### config.mk
export PLATFORM = sky130hd
export DESIGN_NAME = thread_wait_queue_top
export DESIGN_NICKNAME = d
export VERILOG_FILES = /design/src/sv/twq_pkg.sv /design/src/sv/thread_wait_queue_top.sv /design/src/sv/twq_seq.sv /design/src/sv/twq_dp.sv
export VERILOG_INCLUDE_DIRS = /design/src /design/src/sv
export SDC_FILE = /design/constraint.sdc
export NUM_CORES = 1
export LEC_CHECK = 0
export ABC_AREA = 1
export BUFFER_PORTS_ARGS = -buffer_cell sky130_fd_sc_hd__buf_2
export CAP_MARGIN = 40
export CORE_MARGIN = 4
export CORE_UTILIZATION = 55
export CTS_CLUSTER_DIAMETER = 150
export CTS_CLUSTER_SIZE = 20
export DETAILED_ROUTE_END_ITERATION = 10
export PLACE_DENSITY = 0.71
export SLEW_MARGIN = 20
export SYNTH_ARGS = -nofsm -noshare
export SYNTH_HDL_FRONTEND = slang
export SYNTH_SLANG_ARGS = --single-unit
### constraint.sdc
create_clock -name clk -period 5.1 [get_ports clk]
set_input_delay 0.51 -clock clk [delete_from_list [all_inputs] [get_ports clk]]
set_output_delay 0.51 -clock clk [all_outputs]
set_load 0.1 [all_outputs]
### src/sv/thread_wait_queue_top_defines.svh
// Assertion macros shared by the thread wait queue RTL.
// Depends on: nothing; users provide clk and arst_n in scope.
`ifndef THREAD_WAIT_QUEUE_TOP_DEFINES_SVH
`define THREAD_WAIT_QUEUE_TOP_DEFINES_SVH

// same-cycle implication, checked out of reset
`define TWQ_ASSERT_IMP(lbl, ante, cons, msg) \
	lbl: assert property (@(posedge clk) disable iff (!arst_n) (ante) |-> (cons)) \
		else $error(msg);

// next-cycle implication, checked out of reset
`define TWQ_ASSERT_NXT(lbl, ante, cons, msg) \
	lbl: assert property (@(posedge clk) disable iff (!arst_n) (ante) |=> (cons)) \
		else $error(msg);

`endif

### src/sv/twq_pkg.sv
// Types, codes and microcode ROM of the thread wait queue.
// Depends on: nothing.
package twq_pkg;

	localparam int MAX_THREADS_DEF = 64;
	localparam int TID_W = 6;
	localparam int UPC_W = 5;

	typedef logic [UPC_W-1:0] pc_t;

	typedef enum logic [1:0] {
		REQ_ENQ,
		REQ_CANCEL,
		REQ_WAKE_ONE,
		REQ_WAKE_ALL
	} req_t;

	typedef enum logic [2:0] {
		ST_QUEUED,
		ST_WOKEN,
		ST_TIMEOUT,
		ST_NOT_QUEUED,
		ST_EMPTY,
		ST_DUPLICATE
	} status_t;

	typedef struct packed {
		req_t             req_type;
		logic [TID_W-1:0] thread_id;
	} request_t;

	typedef struct packed {
		status_t          status;
		logic [TID_W-1:0] woken_thread;
		logic             last;
	} result_t;

	// jump conditions
	typedef enum logic [2:0] {
		J_NEXT,
		J_ALWAYS,
		J_EQ,
		J_FULL,
		J_MISS,
		J_NOT_LAST,
		J_DISPATCH
	} jmp_t;

	typedef enum logic [1:0] {
		WR_NONE,
		WR_TAIL,
		WR_SHIFT
	} wr_t;

	typedef enum logic [1:0] {
		IDX_KEEP,
		IDX_CLR,
		IDX_INC
	} idx_op_t;

	typedef enum logic [1:0] {
		CNT_KEEP,
		CNT_INC,
		CNT_DEC,
		CNT_CLR
	} cnt_op_t;

	typedef enum logic [1:0] {
		ID_REQ,
		ID_SLOT,
		ID_ZERO
	} id_sel_t;

	typedef struct packed {
		jmp_t    jmp;
		pc_t     target;
		logic    rd;
		wr_t     wr;
		idx_op_t idx;
		cnt_op_t cnt;
		logic    emit;
		status_t st;
		id_sel_t ids;
		logic    last_one;
		logic    last_chk;
	} ctl_t;

	// datapath status seen by the sequencer
	typedef struct packed {
		logic eq;    // index reached count
		logic full;
		logic hit;   // slot read back matches request id
		logic last;  // index is the final entry
		logic busy;  // result register occupied
	} flags_t;

	typedef struct packed {
		ctl_t word;
		logic adv;
		logic accept;
	} cmd_t;

	// program addresses
	localparam pc_t PC_IDLE = 5'd0;
	localparam pc_t PC_E0   = 5'd1;
	localparam pc_t PC_E1   = 5'd2;
	localparam pc_t PC_E2   = 5'd3;
	localparam pc_t PC_E3   = 5'd4;
	localparam pc_t PC_E4   = 5'd5;
	localparam pc_t PC_E5   = 5'd6;
	localparam pc_t PC_C0   = 5'd7;
	localparam pc_t PC_C1   = 5'd8;
	localparam pc_t PC_C2   = 5'd9;
	localparam pc_t PC_C3   = 5'd10;
	localparam pc_t PC_C4   = 5'd11;
	localparam pc_t PC_C5   = 5'd12;
	localparam pc_t PC_W0   = 5'd13;
	localparam pc_t PC_W1   = 5'd14;
	localparam pc_t PC_W2   = 5'd15;
	localparam pc_t PC_W3   = 5'd16;
	localparam pc_t PC_W4   = 5'd17;
	localparam pc_t PC_W5   = 5'd18;
	localparam pc_t PC_A0   = 5'd19;
	localparam pc_t PC_A1   = 5'd20;
	localparam pc_t PC_A2   = 5'd21;
	localparam pc_t PC_A3   = 5'd22;

	function automatic pc_t entry_pc(req_t r);
		pc_t pc;
		case (r)
			REQ_ENQ:      pc = PC_E0;
			REQ_CANCEL:   pc = PC_C0;
			REQ_WAKE_ONE: pc = PC_W0;
			REQ_WAKE_ALL: pc = PC_A0;
			default:      pc = PC_IDLE;
		endcase
		return pc;
	endfunction

	function automatic ctl_t rom_word(pc_t pc);
		ctl_t w;
		w = '{jmp: J_NEXT, target: PC_IDLE, rd: 1'b0, wr: WR_NONE, idx: IDX_KEEP,
			cnt: CNT_KEEP, emit: 1'b0, st: ST_QUEUED, ids: ID_REQ,
			last_one: 1'b0, last_chk: 1'b0};
		case (pc)
			PC_IDLE: begin
				w.jmp = J_DISPATCH; w.idx = IDX_CLR;
			end
			// enqueue: duplicate search, then full check
			PC_E0: begin
				w.jmp = J_EQ; w.target = PC_E3; w.rd = 1'b1;
			end
			PC_E1: begin
				w.jmp = J_MISS; w.target = PC_E0; w.idx = IDX_INC;
			end
			PC_E2: begin
				w.jmp = J_ALWAYS; w.emit = 1'b1; w.st = ST_DUPLICATE; w.last_one = 1'b1;
			end
			PC_E3: begin
				w.jmp = J_FULL; w.target = PC_E5;
			end
			PC_E4: begin
				w.jmp = J_ALWAYS; w.wr = WR_TAIL; w.cnt = CNT_INC;
				w.emit = 1'b1; w.st = ST_QUEUED; w.last_one = 1'b1;
			end
			PC_E5: begin
				w.jmp = J_ALWAYS; w.emit = 1'b1; w.st = ST_NOT_QUEUED; w.last_one = 1'b1;
			end
			// cancel: search, then close the gap
			PC_C0: begin
				w.jmp = J_EQ; w.target = PC_C5; w.rd = 1'b1;
			end
			PC_C1: begin
				w.jmp = J_MISS; w.target = PC_C0; w.idx = IDX_INC;
			end
			PC_C2: begin
				w.jmp = J_EQ; w.target = PC_C4; w.rd = 1'b1;
			end
			PC_C3: begin
				w.jmp = J_ALWAYS; w.target = PC_C2; w.wr = WR_SHIFT; w.idx = IDX_INC;
			end
			PC_C4: begin
				w.jmp = J_ALWAYS; w.cnt = CNT_DEC;
				w.emit = 1'b1; w.st = ST_TIMEOUT; w.last_one = 1'b1;
			end
			PC_C5: begin
				w.jmp = J_ALWAYS; w.emit = 1'b1; w.st = ST_NOT_QUEUED; w.last_one = 1'b1;
			end
			// wake one: pop head, shift the rest up
			PC_W0: begin
				w.jmp = J_EQ; w.target = PC_W5; w.rd = 1'b1;
			end
			PC_W1: begin
				w.idx = IDX_INC; w.emit = 1'b1; w.st = ST_WOKEN;
				w.ids = ID_SLOT; w.last_one = 1'b1;
			end
			PC_W2: begin
				w.jmp = J_EQ; w.target = PC_W4; w.rd = 1'b1;
			end
			PC_W3: begin
				w.jmp = J_ALWAYS; w.target = PC_W2; w.wr = WR_SHIFT; w.idx = IDX_INC;
			end
			PC_W4: begin
				w.jmp = J_ALWAYS; w.cnt = CNT_DEC;
			end
			PC_W5: begin
				w.jmp = J_ALWAYS; w.emit = 1'b1; w.st = ST_EMPTY;
				w.ids = ID_ZERO; w.last_one = 1'b1;
			end
			// wake all: drain in order
			PC_A0: begin
				w.jmp = J_EQ; w.target = PC_A3; w.rd = 1'b1;
			end
			PC_A1: begin
				w.jmp = J_NOT_LAST; w.target = PC_A0; w.idx = IDX_INC;
				w.emit = 1'b1; w.st = ST_WOKEN; w.ids = ID_SLOT; w.last_chk = 1'b1;
			end
			PC_A2: begin
				w.jmp = J_ALWAYS; w.cnt = CNT_CLR;
			end
			PC_A3: begin
				w.jmp = J_ALWAYS; w.emit = 1'b1; w.st = ST_EMPTY;
				w.ids = ID_ZERO; w.last_one = 1'b1;
			end
			default: begin
				w.jmp = J_ALWAYS;
			end
		endcase
		return w;
	endfunction

endpackage

### src/sv/thread_wait_queue_top.sv
// Top level of the thread wait queue: sequencer plus datapath.
// Depends on: twq_pkg, twq_seq, twq_dp, thread_wait_queue_top_defines.svh.
`include "thread_wait_queue_top_defines.svh"

// FIFO wait queue of thread ids, head at slot 0, with cancel by name.
// One request item is taken at a time; request_stall stays high from
// acceptance until the microprogram is back at its idle step, which for
// wake one and wake all is after the final result has been emitted (a
// finished result may still sit in the output register while the next
// request is taken). Cost is set by the slot memory, which has one read
// port and registered read data: every slot visit is two microcode steps.
// Enqueue walks every entry for a new thread or a full queue, and stops
// at a duplicate found at position p (head is 0). Cancel walks every
// entry, found or not. Wake one walks every entry. Wake all gives one
// result item per thread, the last with last=1. An empty wake gives a
// single ST_EMPTY result. An emit step waits while the result register
// is full and stalled. No clearing pass after reset: slots are only read
// below the entry count.
module thread_wait_queue_top import twq_pkg::*; #(
	parameter int MAX_THREADS = MAX_THREADS_DEF
) (
	input  logic     clk,
	input  logic     arst_n,
	input  logic     request_valid,
	output logic     request_stall,
	input  request_t request,
	output logic     result_valid,
	input  logic     result_stall,
	output result_t  result
);

	cmd_t   cmd;
	flags_t flags;
	logic   busy;

	// sequencer: program counter over the ROM, dispatch on request type
	twq_seq u_seq (
		.clk          (clk),
		.arst_n       (arst_n),
		.request_valid(request_valid),
		.req_type     (request.req_type),
		.flags        (flags),
		.result_stall (result_stall),
		.cmd          (cmd),
		.busy         (busy)
	);

	// datapath: slots, index/count, result register
	twq_dp #(
		.MAX_THREADS(MAX_THREADS)
	) u_dp (
		.clk         (clk),
		.arst_n      (arst_n),
		.cmd         (cmd),
		.thread_id   (request.thread_id),
		.result_stall(result_stall),
		.flags       (flags),
		.result_valid(result_valid),
		.result      (result)
	);

	// new requests only while the program sits at idle
	assign request_stall = busy;

	// tail write only happens with room left
	`TWQ_ASSERT_IMP(a_tail_not_full, cmd.word.wr == WR_TAIL && cmd.adv, !flags.full, "tail write into full queue")
	// an accepted item keeps the sequencer busy next cycle
	`TWQ_ASSERT_NXT(a_busy_after_accept, request_valid && !request_stall, request_stall, "accepted item did not start program")
	// a non-final drain result means the drain is still running
	`TWQ_ASSERT_IMP(a_drain_busy, result_valid && !result.last, request_stall, "partial drain result while idle")

endmodule

### src/sv/twq_seq.sv
// Microcode sequencer: step counter, ROM lookup, jump and stall logic.
// Depends on: twq_pkg.
module twq_seq import twq_pkg::*; (
	input  logic   clk,
	input  logic   arst_n,
	input  logic   request_valid,
	input  req_t   req_type,
	input  flags_t flags,
	input  logic   result_stall,
	output cmd_t   cmd,
	output logic   busy
);

	pc_t  upc_q;
	pc_t  upc_d;
	ctl_t w;
	logic hold;
	logic take;
	logic accept;

	always_comb begin
		w      = rom_word(upc_q);
		busy   = (upc_q != PC_IDLE);
		accept = request_valid && !busy;
		// an emit step waits while the result register is full and stalled
		hold   = w.emit && flags.busy && result_stall;
		case (w.jmp)
			J_ALWAYS:   take = 1'b1;
			J_EQ:       take = flags.eq;
			J_FULL:     take = flags.full;
			J_MISS:     take = !flags.hit;
			J_NOT_LAST: take = !flags.last;
			J_DISPATCH: take = accept;
			default:    take = 1'b0;
		endcase
		if (hold) begin
			upc_d = upc_q;
		end else if (w.jmp == J_DISPATCH) begin
			upc_d = take ? entry_pc(req_type) : upc_q;
		end else begin
			upc_d = take ? w.target : upc_q + pc_t'(1);
		end
		cmd = '{word: w, adv: !hold, accept: accept};
	end

	always_ff @(posedge clk or negedge arst_n) begin
		if (!arst_n) begin
			upc_q <= PC_IDLE;
		end else begin
			upc_q <= upc_d;
		end
	end

endmodule

### src/sv/twq_dp.sv
// Datapath: slot memory, index and count registers, result register.
// Depends on: twq_pkg.
module twq_dp import twq_pkg::*; #(
	parameter int MAX_THREADS = MAX_THREADS_DEF
) (
	input  logic             clk,
	input  logic             arst_n,
	input  cmd_t             cmd,
	input  logic [TID_W-1:0] thread_id,
	input  logic             result_stall,
	output flags_t           flags,
	output logic             result_valid,
	output result_t          result
);

	localparam int IW = (MAX_THREADS > 1) ? $clog2(MAX_THREADS) : 1;
	localparam int CW = $clog2(MAX_THREADS + 1);

	logic [TID_W-1:0] slots_q [MAX_THREADS];
	logic [TID_W-1:0] rd_q;
	logic [TID_W-1:0] id_q;
	logic [CW-1:0]    idx_q;
	logic [CW-1:0]    cnt_q;
	logic [CW-1:0]    idx_m1;
	result_t          result_q;
	logic             rvalid_q;

	logic             rd_en;
	logic             wr_en;
	logic             emit_en;
	logic [IW-1:0]    waddr;
	logic [TID_W-1:0] wdata;
	logic [TID_W-1:0] res_id;

	always_comb begin
		flags.eq   = (idx_q == cnt_q);
		flags.full = (cnt_q == CW'(MAX_THREADS));
		flags.hit  = (rd_q == id_q);
		flags.last = ((idx_q + CW'(1)) == cnt_q);
		flags.busy = rvalid_q;

		rd_en   = cmd.word.rd && cmd.adv && !flags.eq;
		wr_en   = (cmd.word.wr != WR_NONE) && cmd.adv;
		emit_en = cmd.word.emit && cmd.adv;
		idx_m1  = idx_q - CW'(1);

		if (cmd.word.wr == WR_SHIFT) begin
			waddr = idx_m1[IW-1:0];
			wdata = rd_q;
		end else begin
			waddr = cnt_q[IW-1:0];
			wdata = id_q;
		end

		case (cmd.word.ids)
			ID_SLOT: res_id = rd_q;
			ID_ZERO: res_id = '0;
			default: res_id = id_q;
		endcase
	end

	// slot memory, one write and one registered read per cycle
	always_ff @(posedge clk) begin
		if (wr_en) begin
			slots_q[waddr] <= wdata;
		end
		if (rd_en) begin
			rd_q <= slots_q[idx_q[IW-1:0]];
		end
	end

	always_ff @(posedge clk) begin
		if (cmd.accept) begin
			id_q <= thread_id;
		end
		if (emit_en) begin
			result_q <= '{status: cmd.word.st, woken_thread: res_id,
				last: cmd.word.last_one | (cmd.word.last_chk & flags.last)};
		end
	end

	always_ff @(posedge clk or negedge arst_n) begin
		if (!arst_n) begin
			idx_q    <= '0;
			cnt_q    <= '0;
			rvalid_q <= 1'b0;
		end else begin
			if (cmd.adv) begin
				case (cmd.word.idx)
					IDX_CLR: idx_q <= '0;
					IDX_INC: idx_q <= idx_q + CW'(1);
					default: idx_q <= idx_q;
				endcase
				case (cmd.word.cnt)
					CNT_INC: cnt_q <= cnt_q + CW'(1);
					CNT_DEC: cnt_q <= cnt_q - CW'(1);
					CNT_CLR: cnt_q <= '0;
					default: cnt_q <= cnt_q;
				endcase
			end
			if (emit_en) begin
				rvalid_q <= 1'b1;
			end else if (!result_stall) begin
				rvalid_q <= 1'b0;
			end
		end
	end

	assign result_valid = rvalid_q;
	assign result       = result_q;

endmodule
Yosys cells after proc, flatten, opt, wreduce, memory -nomap -nowiden
Memory sizes are Yosys's and may differ from the RTL's. A register that Yosys moved wholly into a read port is not among the register bits.
Cells that the tools add are included.
{ "op_classes": {"addsub": 5, "eq_ne": 45, "n_mux": 24, "n_bitwise": 3, "reduce_logical": 30} }
{ "ops": {"columns": ["cell", "count"], "rows": [
  ["$pmux 5 s12", 1],
  ["$eq 5x4->1 const B", 8],
  ["$eq 5x5->1 const B", 7],
  ["$pmux 4 s6", 1],
  ["$pmux 7 s3", 1],
  ["$eq 5x3->1 const B", 4],
  ["$pmux 5 s4", 1],
  ["$pmux 3 s6", 1],
  ["$mux 5", 3],
  ["$add 7x1->7 const B", 2],
  ["$eq 2x2->1 const B", 7],
  ["$eq 7x7->1", 2],
  ["$pmux 7 s2", 1],
  ["$mux 6", 2],
  ["$pmux 2 s2", 3],
  ["$pmux 6 s2", 1],
  ["$reduce_or 2->1", 6],
  ["$reduce_or 6->1", 2],
  ["$eq 5x2->1 const B", 2],
  ["$eq 3x3->1 const B", 3],
  ["$eq 2x1->1 const B", 4],
  ["$reduce_or 8->1", 1],
  ["$eq 7x7->1 const B", 1],
  ["$logic_and 1x1->1", 7],
  ["other kinds (21)", 36]
]} }
{ "word_totals": {"register_bits": 36, "mem_bits_rw": 384, "input_bits": 12, "out_inout_bits": 12, "mem_count": 1} }
{ "memory_table": {"columns": ["memory", "depth", "word_bits", "read_ports", "rd_ports_with_merged_regs", "wr", "line", "text"], "rows": [
  ["u_dp.slots_q", 64, 6, 1, 1, 1, "twq_dp.sv:19", "logic [TID_W-1:0] slots_q [MAX_THREADS];"]
]} }

Logic depth before layout (Yosys ltp)
Gate-level depths: netlist (run 1).
{ "depth": {"word_depth": 9, "ltp_mapped": 19, "mapped_depth_nobuf": 19} }

Hierarchy
From an unflattened synthesis (run 1), not the netlist that was laid out.
{ "hier_totals": {"hier_cells": 1903, "area_unflattened_um2": 19364.8} }
{ "modules_own_cells": {"columns": ["mod", "n_inst", "cells_each", "area_each_um2", "seq_area_each_um2"], "rows": [
  ["twq_dp", 1, 1715, 18236.2, 12567.1],
  ["twq_seq", 1, 188, 1128.6, 125.1]
]} }

Worst setup path after synthesis (run 1)
Ideal clock, no wire load.
{ "synth_timing": {"path_type": "flip-flop to flip-flop", "start": "register u_seq.upc_q[0]", "end": "memory u_dp.slots_q[0][0], data pin", "setup_ps": 702, "t_arrival_ps": 3679, "required_ps": 4398, "setup_slack_ps": 719, "path_stages_with_launch": 8, "path_buffers": 1, "path_cell_list": "dfrtp_1 inv_1 ha_1 nand2_1 nor2_2 a21oi_4 clkbuf_1 o21ai_0"} }
{ "synth_via": {"elab_chain_cells": 5, "word_cells_on_any_way": 7} }
{ "synth_lines": {"columns": ["element", "line", "text"], "rows": [
  ["start: declaration", "twq_seq.sv:14", "pc_t upc_q;"],
  ["start signal: assignment", "twq_seq.sv:50", "upc_q <= upc_d;"],
  ["$eq 5x4->1 or $eq 5x5->1 (tied branches)", "twq_pkg.sv:145", "case (pc)"],
  ["$reduce_or 2->1 (no line)", null, null],
  ["$pmux 2 s2 (*)", "twq_pkg.sv:145", null],
  ["$eq 2x2->1 (*)", "twq_dp.sv:47", "if (cmd.word.wr == WR_SHIFT) begin"],
  ["$mux 6 (*)", "twq_dp.sv:47", null],
  ["via u_dp.wdata[0]", "twq_dp.sv:32", "logic [TID_W-1:0] wdata;"],
  ["end: declaration", "twq_dp.sv:19", null]
]} }
Mark *: on every way through the listed nets, which the timed path passes. The rest lies on a longest branch.

Worst setup path after layout (run 1)
{ "layout_timing": {"start": "register u_dp.idx_q[0]", "end": "memory u_dp.slots_q[1][3], enable pin"} }
{ "layout_via": {"elab_chain_cells": 2} }
{ "layout_lines": {"columns": ["element", "line", "text"], "rows": [
  ["start: declaration", "twq_dp.sv:22", "logic [CW-1:0] idx_q;"],
  ["start signal: assignment", "twq_dp.sv:91", "IDX_INC: idx_q <= idx_q + CW'(1);"],
  ["start signal: assignment", "twq_dp.sv:92", "default: idx_q <= idx_q;"],
  ["$sub 6x1->6", "twq_dp.sv:45", "idx_m1 = idx_q - CW'(1);"],
  ["$mux 6", "twq_dp.sv:47", null]
]} }
No other way between the ends.

==> results.md, run 1 <==
- After clock tree synthesis, the setup repair step added 0 buffers.
- The analysis attributes to cell leakage a power of 0.00670 uW.
- For this design the ratio of total power to cell area is 519 nW/um^2.
- The final setup skew is 0.0214 ns.
- The total detailed-routing wirelength is 45100 um.
- Clock-pin slew was measured on the worst setup and hold paths at 0.10 ns.
- Dividing the synthesized area by the synthesized cell count gives 11.7 um^2.
- The total area inside the core boundary comes to 32900 um^2.
- The Yosys step of the flow raised 0 warnings.
- The final count of pins violating max slew is 0.
- The total count of hold-check failures in the final report is 0.
- In the detailed route, the total length drawn on met3 is 4080 um.
- The effective utilization at floorplan is 56.4%.
- The async set-or-reset flop fraction in the synthesized netlist is 4.69%.
- The capturing point of the worst reg2reg path is u_dp.slots_q[1][3]$_DFFE_PP_.
- The net count after synthesis is 1621.
- Adding up every negative setup slack in the final design gives 0 ns.
- The global placer's final weighted congestion is 0.926.
- By area the synthesized netlist is led by edfxtp_1 (66%), nor2_1 (6.1%), o21ai_0 (5.6%).
- The start-to-end type of the worst setup path is flop to flop.
- The worst path uses 69.2% of the clock period.
- The logic depth of the worst register-to-register path is 14.
- The slowest library cell on the worst path is dfrtp_4.
- The worst reg-to-reg setup slack is 1.57 ns.
- The number of vias per cell after detailed routing is 6.25.
- STA puts the critical path data arrival time at 3.73 ns.
- The total DRC errors in the routed layout is 0.
- The worst pin sits at a relative slew slack of 42.1%.
- The cell area after synthesis is 18600 um^2.
- The total CTS buffers is 25.
- CTS built an H-tree with a depth of 1.
- The worst-case IR drop observed on VDD is 0.000399 V.
- The clock tree buffer depth is 3.
- The placed cell area is 19100 um^2.
- After floorplanning, the core was divided into 66 placement rows.
- The slew at the pin closest to its max-slew limit is 0.862 ns.
- Across all layers, the routed design uses 12600 vias.
- The first-pass iteration count of the detailed router is 6.
- The register area share after synthesis is 68.4%.
- The area enclosed by the die boundary is 36700 um^2.
- Routed signal wires occupy layers up through met4.
- The die is 192 um wide.
- Traced cell by cell, the critical path runs through buf_16 -> inv_4 -> nand2_1 -> inv_1 -> nand2_1 -> nor2_1 -> inv_1 -> nand2_1 -> nand3_1 -> o21ai_2 -> inv_2 -> nor2_1 -> nand2_1 -> nor2_1.
- The type of element launching the critical path is a flop.
- The clock period could shrink to 3.53 ns.
- In this run the critical register-to-register path is launched from u_dp.idx_q[0]$_DFFE_PN0P_.
- The clock insertion delay at the later pin of the skew report is 0.56 ns.
- Summing internal, switching and leakage power gives 10300 uW.
- The run finished with clean final reports.
- The first global-routing pass estimated 70300 um of wire.
- For this design the top-level I/O count stands at 24.
- The nature of the critical path endpoint is a flop.
- In the layout the commonest cells are edfxtp_1 (406), nor2_1 (302), o21ai_0 (200), nand2_1 (150), nand3_1 (78).
- Compared with the post-synthesis result, the final layout area differs by 6.83%.
- The number of global-route vias before repair was 12200.
- The overall die height is 192 um.
- For this block, wires on met1 add up to 18700 um.
- The met2 wirelength from detailed routing is 21100 um.
- For this run, the total global-route usage over all layers was measured as 24.8%.
- The data required time at the worst endpoint is 5.30 ns.
- The cell with the most instances on the worst path is nand2_1.
- The final net count is 1603.
- The number of maximum-capacitance constraint violations is 0.
- The count of distinct cell types in the synthesized netlist is 41.
- The library cell used most frequently in the layout, excluding fill and tap cells, is edfxtp_1.
- The synthesized design contains 426 register bits.
- The count of flip-flops with a built-in enable after synthesis is 406.
- Counting instances, the worst hold path has a depth of 1.
- The number of nets still failing antenna checks after routing is 0.
- Timing would allow up to 0.284 GHz.
- Setup repair after global routing left no endpoint under its margin.
- The cell type with the highest aggregate area in the netlist is edfxtp_1.
- Dividing the detail-routed wire length by the instance count gives 22.3 um.
- For this block, the initial DRC count from the detailed router was 1401.
- The post-DP HPWL is 27700 um.
- The path class of the lowest-slack min-delay path is primary input to flop.
- Of the post-synthesis cell area, the dominant cell type holds 65.7%.
- TritonCTS built the clock tree.
- The root buffer cell chosen for the clock tree is clkbuf_16.
- Setup violations remaining at the end of the flow were counted as 0.
- The total number of clock tree sinks is 426.
- The maximum cell stage delay along the critical path is 0.60 ns.
- The number of buffer cells added on primary ports is 23.
- The fraction of layout cells with a size suffix above 1 is 8.61%.
- The initial antenna violation count is 0.
- The number of antenna diodes in the final layout is 0.
- In this run the worst path has a maximum fanout of 89.
- Synthesis produced a netlist whose cell count is 1588.
- Global routing finished with a remaining overflow of 0.
- The finished cells cover 19800 um^2.
- The startpoint identified for the worst hold timing path is request[4].
- Entering global routing, the biggest net connects 148 pins.
- The primary flip-flop cell chosen by synthesis mapping is edfxtp_1.
- The path with the worst hold slack has its endpoint at u_dp.id_q[4]$_DFFE_PP_.
==> flip-flops by register name, indices dropped and copies added (netlist names) <==
register	flops
u_dp.id_q	6
u_dp.cnt_q	7
u_dp.slots_q	384
u_dp.rd_q	6
u_seq.upc_q	5
u_dp.result	10
u_dp.result_valid	1
u_dp.idx_q	7
==> kinds of logic (layout without fill, tap and decap cells) <==
family / after synthesis / after routing / synth area share, %
flops: 426 / 426 / 68.4
xor+xnor: 12 / 12 / 0.567
compound gates: 383 / 383 / 12.0
buf+inv: 170 / 161 / 3.73
simple gates: 576 / 576 / 13.8
fa+ha+maj: 21 / 21 / 1.46
==> critical path, delay by kind of cell, from the launching register on <==
| family | cells | cell delay, ns |
|---|---|---|
| simple gates | 8 | 1.50 |
| buf+inv | 5 | 0.87 |
| compound gates | 1 | 0.10 |
| flops | 1 | 0.60 |
==> layer usage <==
| layer | vias up | global-route usage, % |
|---|---|---|
| li1 | 5693 | - |
| met1 | 6165 | 35.5 |
| met2 | 683 | 40.2 |
| met3 | 83 | 3.76 |
| met4 | 0 | 6.57 |
| met5 | - | 0 |
==> synth_stat cells (3+ instances only) <==
cell type,instances
inv_1,65
o22ai_1,76
buf_6,3
nand2_1,150
o211ai_1,15
o221ai_1,35
nor3_1,5
edfxtp_1,406
a21oi_1,35
nor2_4,7
nand2_2,6
clkbuf_1,61
o21ai_2,7
nand4_1,7
ha_1,20
nor2_1,302
dfrtp_1,20
o21ai_0,206
buf_2,14
nand3_1,78
o21ai_1,3
nor2_2,7
inv_2,15
buf_1,5
nand4_4,8
xnor2_1,5
xor2_1,7
==> repair_timing <==
item                      in CTS  in global routing
hold endpoints to repair      20                  0
hold buffers                   1                  0
resized for setup              0                  0
==> through the flow <==
step / hold slack, ns / setup WS, ns / utilization [%] / instances
2_1_floorplan: 0.214 / 0.719 / - / 1588
3_3_place_gp: 0.501 / 1.46 / 57.9 / 1981
3_5_place_dp: 0.521 / 1.57 / 58.0 / 1982
4_1_cts: 0.121 / 1.55 / 60.1 / 2019
5_1_grt: 0.127 / 1.30 / 60.3 / 2021
6_report: 0.135 / 1.57 / 60.3 / 2021
==> power breakdown <==
part / switching (uW) / leakage [uW] / internal [uW]
Combinational: 2890 / 0.00245 / 908
Sequential: 156 / 0.00391 / 4350
Clock: 1080 / 0.000331 / 909
==> worst max path at each step <==
| stage | startpoint | end | slack, ns | cells after the start |
|---|---|---|---|---|
| after floorplan | u_seq.upc_q[0]$_DFFE_PN0P_ | u_dp.slots_q[0][0]$_DFFE_PP_ | 0.72 | 7 |
| after global placement | u_dp.idx_q[0]$_DFFE_PN0P_ | u_dp.slots_q[14][2]$_DFFE_PP_ | 1.46 | 10 |
| after detailed placement | u_seq.upc_q[0]$_DFFE_PN0P_ | u_dp.slots_q[50][0]$_DFFE_PP_ | 1.57 | 9 |
| after CTS | u_seq.upc_q[0]$_DFFE_PN0P_ | u_dp.slots_q[18][2]$_DFFE_PP_ | 1.55 | 9 |
| after global routing | u_seq.upc_q[0]$_DFFE_PN0P_ | u_dp.slots_q[26][4]$_DFFE_PP_ | 1.30 | 14 |
| final | u_dp.idx_q[0]$_DFFE_PN0P_ | u_dp.slots_q[1][3]$_DFFE_PP_ | 1.57 | 14 |
==> layout make-up <==
type                            instances  area (um^2)
Inverter                               84          323
Clock inverter                          2         25.0
Sequential cell                       426        12700
Timing Repair Buffer                   41          325
Multi-Input combinational cell        992         5230
Tap cell                              442          553
Fill cell                            2640        13100
Clock buffer                           34          659
Note: power is estimated with default switching activity, not from simulation.
==> run 2, diff against run 1 <==
==> constraint.sdc (replaced) <==
create_clock -name clk -period 3.29 [get_ports clk]
set_input_delay 0.329 -clock clk [delete_from_list [all_inputs] [get_ports clk]]
set_output_delay 0.329 -clock clk [all_outputs]
set_load 0.1 [all_outputs]
==> results.md, run 2 (synthesis gave the netlist of run 1 again) <==
- The run finished with clean final reports.
- At the worst endpoint, the arrival time is 3.34 ns.
- The total CTS buffers is 25.
- The fill cell total of the finished layout is 2589.
- The initial antenna violation count is 0.
- The final setup skew is 0.0199 ns.
- The slew at the pin closest to its max-slew limit is 0.799 ns.
- The met2 demand-to-capacity share in global routing is 39.9%.
- The maximum cell stage delay along the critical path is 0.42 ns.
- The final cell count without fillers is 2124.
- The final net count is 1707.
- Broken down by cell family, the worst path's largest delay share belongs to simple AND/OR/NAND/NOR gates.
- The remaining global-route overflow is 0.
- The post-route netlist has 14.0% of its cells at a drive strength greater than 1.
- The min-delay analysis places its worst path in the category primary input to flop.
- The library cells used most frequently in the layout, excluding fill and tap cells, are edfxtp_1 (406), nor2_1 (301), o21ai_0 (200), nand2_1 (150), buf_4 (101).
- The root buffer cell chosen for the clock tree is clkbuf_16.
- The setup-violating endpoint count in the final report is 0.
- Global routing consumed, over all layers together, 24.9% of the routing resources.
- The most common library cell in the layout ignoring fill and taps is edfxtp_1.
- Of the total power, combinational logic draws 38.3%.
- Of the total power, the clock network draws 19.1%.
- The die covers 36700 um^2.
- Across all layers, the routed design uses 12900 vias.
- The flip-flop count of the largest register, all copies and words added is 384.
- The overall die height is 192 um.
- The placed instances occupy a cell area of 19800 um^2.
- The total DRC errors in the routed layout is 0.
- Walking the worst path, the cells encountered are inv_1 -> ha_1 -> nand2_1 -> inv_1 -> nand2_1 -> inv_1 -> nor2_2 -> ha_1 -> nand2_1 -> nor2_4 -> nor2_8 -> nor2_8 -> buf_4 -> nand4_4 -> buf_12 -> nor2_1 -> buf_4.
- The CTS H-tree depth is 1.
- The clock tree buffer depth is 3.
- The total negative slack is 0 ns.
- The switching power of the nets is 6460 uW.
- The maximum number of pins on one net before global-route repair is 148.
- The ratio of total power to cell area is 785 nW/um^2.
- The per-cell routed wire length is 21.8 um.
- The congestion estimate from routability-driven global placement came to 0.941.
- The slowest library cell on the worst path is dfrtp_1.
- The type of element launching the critical path is a flop.
- Compared with the post-synthesis result, the final layout area differs by 11.8%.
- The beginning of the worst register-to-register path is u_seq.upc_q[0]$_DFFE_PN0P_.
- The floorplan row count is 66.
- The number of buffer cells added on primary ports is 23.
- The repair_antennas step left the layout with diodes totalling 0.
- The analysis attributes to cell leakage a power of 0.00728 uW.
- The total detailed-routing wirelength is 46200 um.
- The floorplan die width is 192 um.
- The number of global-route vias before repair came to 12400.
- The worst setup path is captured at a flop.
- The number of cells after detailed placement is 2072.
- The share of power burned in registers is 42.6%.
- The initial utilization of the core area, before any placement, comes to 56.4%.
- In this run the worst path has a maximum fanout of 8.
- The first-pass GRT wire length is 70600 um.
- For this run, the detailed router's first-pass iteration total came to 5.
- The final total power is 16300 uW.
- The period utilization is 93.3%.
- Of the total power, the share spent switching nets is 39.7%.
- The clock period minus final worst setup slack is 3.07 ns.
- The worst hold path begins at result_stall.
- The starting DRC count in detailed routing is 1531.
- Derived from the worst setup path, the maximum achievable clock frequency is 0.326 GHz.
- The final count of pins violating max slew is 0.
- The post-DP HPWL is 29300 um.
- The start point of the critical path is u_seq.upc_q[0]$_DFFE_PN0P_.
- The total number of clock tree sinks is 426.
- The clock edge transition at the registers on the reported setup and hold paths is 0.09 ns.
- The internal power consumption is 9810 uW.
- The clock insertion delay at the later pin of the skew report is 0.57 ns.
- Max-cap violations in this run came to 0.
- 24 I/O pins were placed.
- The data required time at the worst endpoint is 3.56 ns.
- The sum of buffers and inverters on the critical path is 6.
- The register with the most flip-flops is u_dp.slots_q.
- The met3 usage in global routing is 2.94%.
- TritonCTS built the clock tree.
- Measured against its own limit, the worst slew margin works out to 46.5%.
- After global routing, the most crowded layer is met2.
- The number of vias per cell after detailed routing is 6.08.
- The total count of hold-check failures in the final report is 0.
- Global routing used 35.8% of the available met1 tracks.
- The worst reg-to-reg setup slack is 0.22 ns.
- The standard cell core area is 32900 um^2.
- The start-to-end type of the worst setup path is flop to flop.
- The number of nets still failing antenna checks after routing is 0.
- The design area is 20700 um^2.
- IR analysis of the VDD net gives a maximum drop of 0.000829 V.
[run 2: cell types whose count changed in the layout (fill, tap and decap cells not counted), sizes merged]
cell / previous run / this run
buf: 40 / 138
dlygate4sd3: 1 / 7
clkbuf: 34 / 33
[run 2: per-stage QoR]
stage	setup slack (ns)	hold slack (ns)	utilization, %
floorplan	-1.09	0.0334	-
global placement	0.253	0.327	60.3
detailed placement	0.135	0.332	60.3
CTS	0.111	0.0918	62.6
global route	-0.00988	0.126	63.1
finish	0.220	0.116	63.1
[run 2: power by group through the flow]
stage	sequential (uW)	clock (uW)	combinational [uW]
2_1_floorplan	7570	0	3720
3_3_place_gp	7050	0	5960
3_5_place_dp	7060	0	6020
4_1_cts	6940	3140	6040
5_1_grt	6960	3340	6780
6_report	6940	3110	6230
[run 2: path summary, 6_finish.rpt]
path	to	cells past startpoint
setup / recovery	u_dp.slots_q[28][5]$_DFFE_PP_	17
hold / removal	u_dp.result_valid$_DFFE_PN0P_	3
setup reg to reg	u_dp.slots_q[28][5]$_DFFE_PP_	17
hold reg to reg	u_dp.result_valid$_DFFE_PN0P_	2
max in group asynchronous	u_dp.idx_q[0]$_DFFE_PN0P_	2
min in group asynchronous	u_dp.result_valid$_DFFE_PN0P_	2
[run 2: worst reg2reg max path, cell delays in order (launching register included)]
cell	delay, ns
dfrtp_1	0.42
inv_1	0.11
ha_1	0.22
nand2_1	0.11
inv_1	0.05
nand2_1	0.14
inv_1	0.09
nor2_2	0.13
ha_1	0.14
nand2_1	0.08
nor2_4	0.17
nor2_8	0.09
nor2_8	0.28
buf_4	0.19
nand4_4	0.11
buf_12	0.18
nor2_1	0.11
buf_4	0.17
[run 2: cell type report]
| type | instances | area, um^2 | share of cell area (%) |
|---|---|---|---|
| inverter | 84 | 323 | 1.56 |
| timing repair buffer | 145 | 1230 | 5.95 |
| clock inverter | 2 | 36.3 | 0.175 |
| clock buffer | 33 | 656 | 3.16 |
| tap | 442 | 553 | 2.67 |
| sequential | 426 | 12700 | 61.2 |
| multi-input combinational | 992 | 5240 | 25.3 |
[run 2: what timing repair did]
action | 4_1_cts | 5_1_grt
resized for setup | 0 | 2
hold buffers | 7 | 0
hold endpoints to repair | 26 | 0
setup buffers | 0 | 7
setup endpoints to repair | 0 | 269
[run 2: layer usage]
| metal | wire [um] | up-vias |
|---|---|---|
| met5 | 0 | - |
| met2 | 21700 | 642 |
| li1 | - | 5894 |
| met3 | 3750 | 98 |
| met1 | 19200 | 6277 |
| met4 | 1540 | 0 |
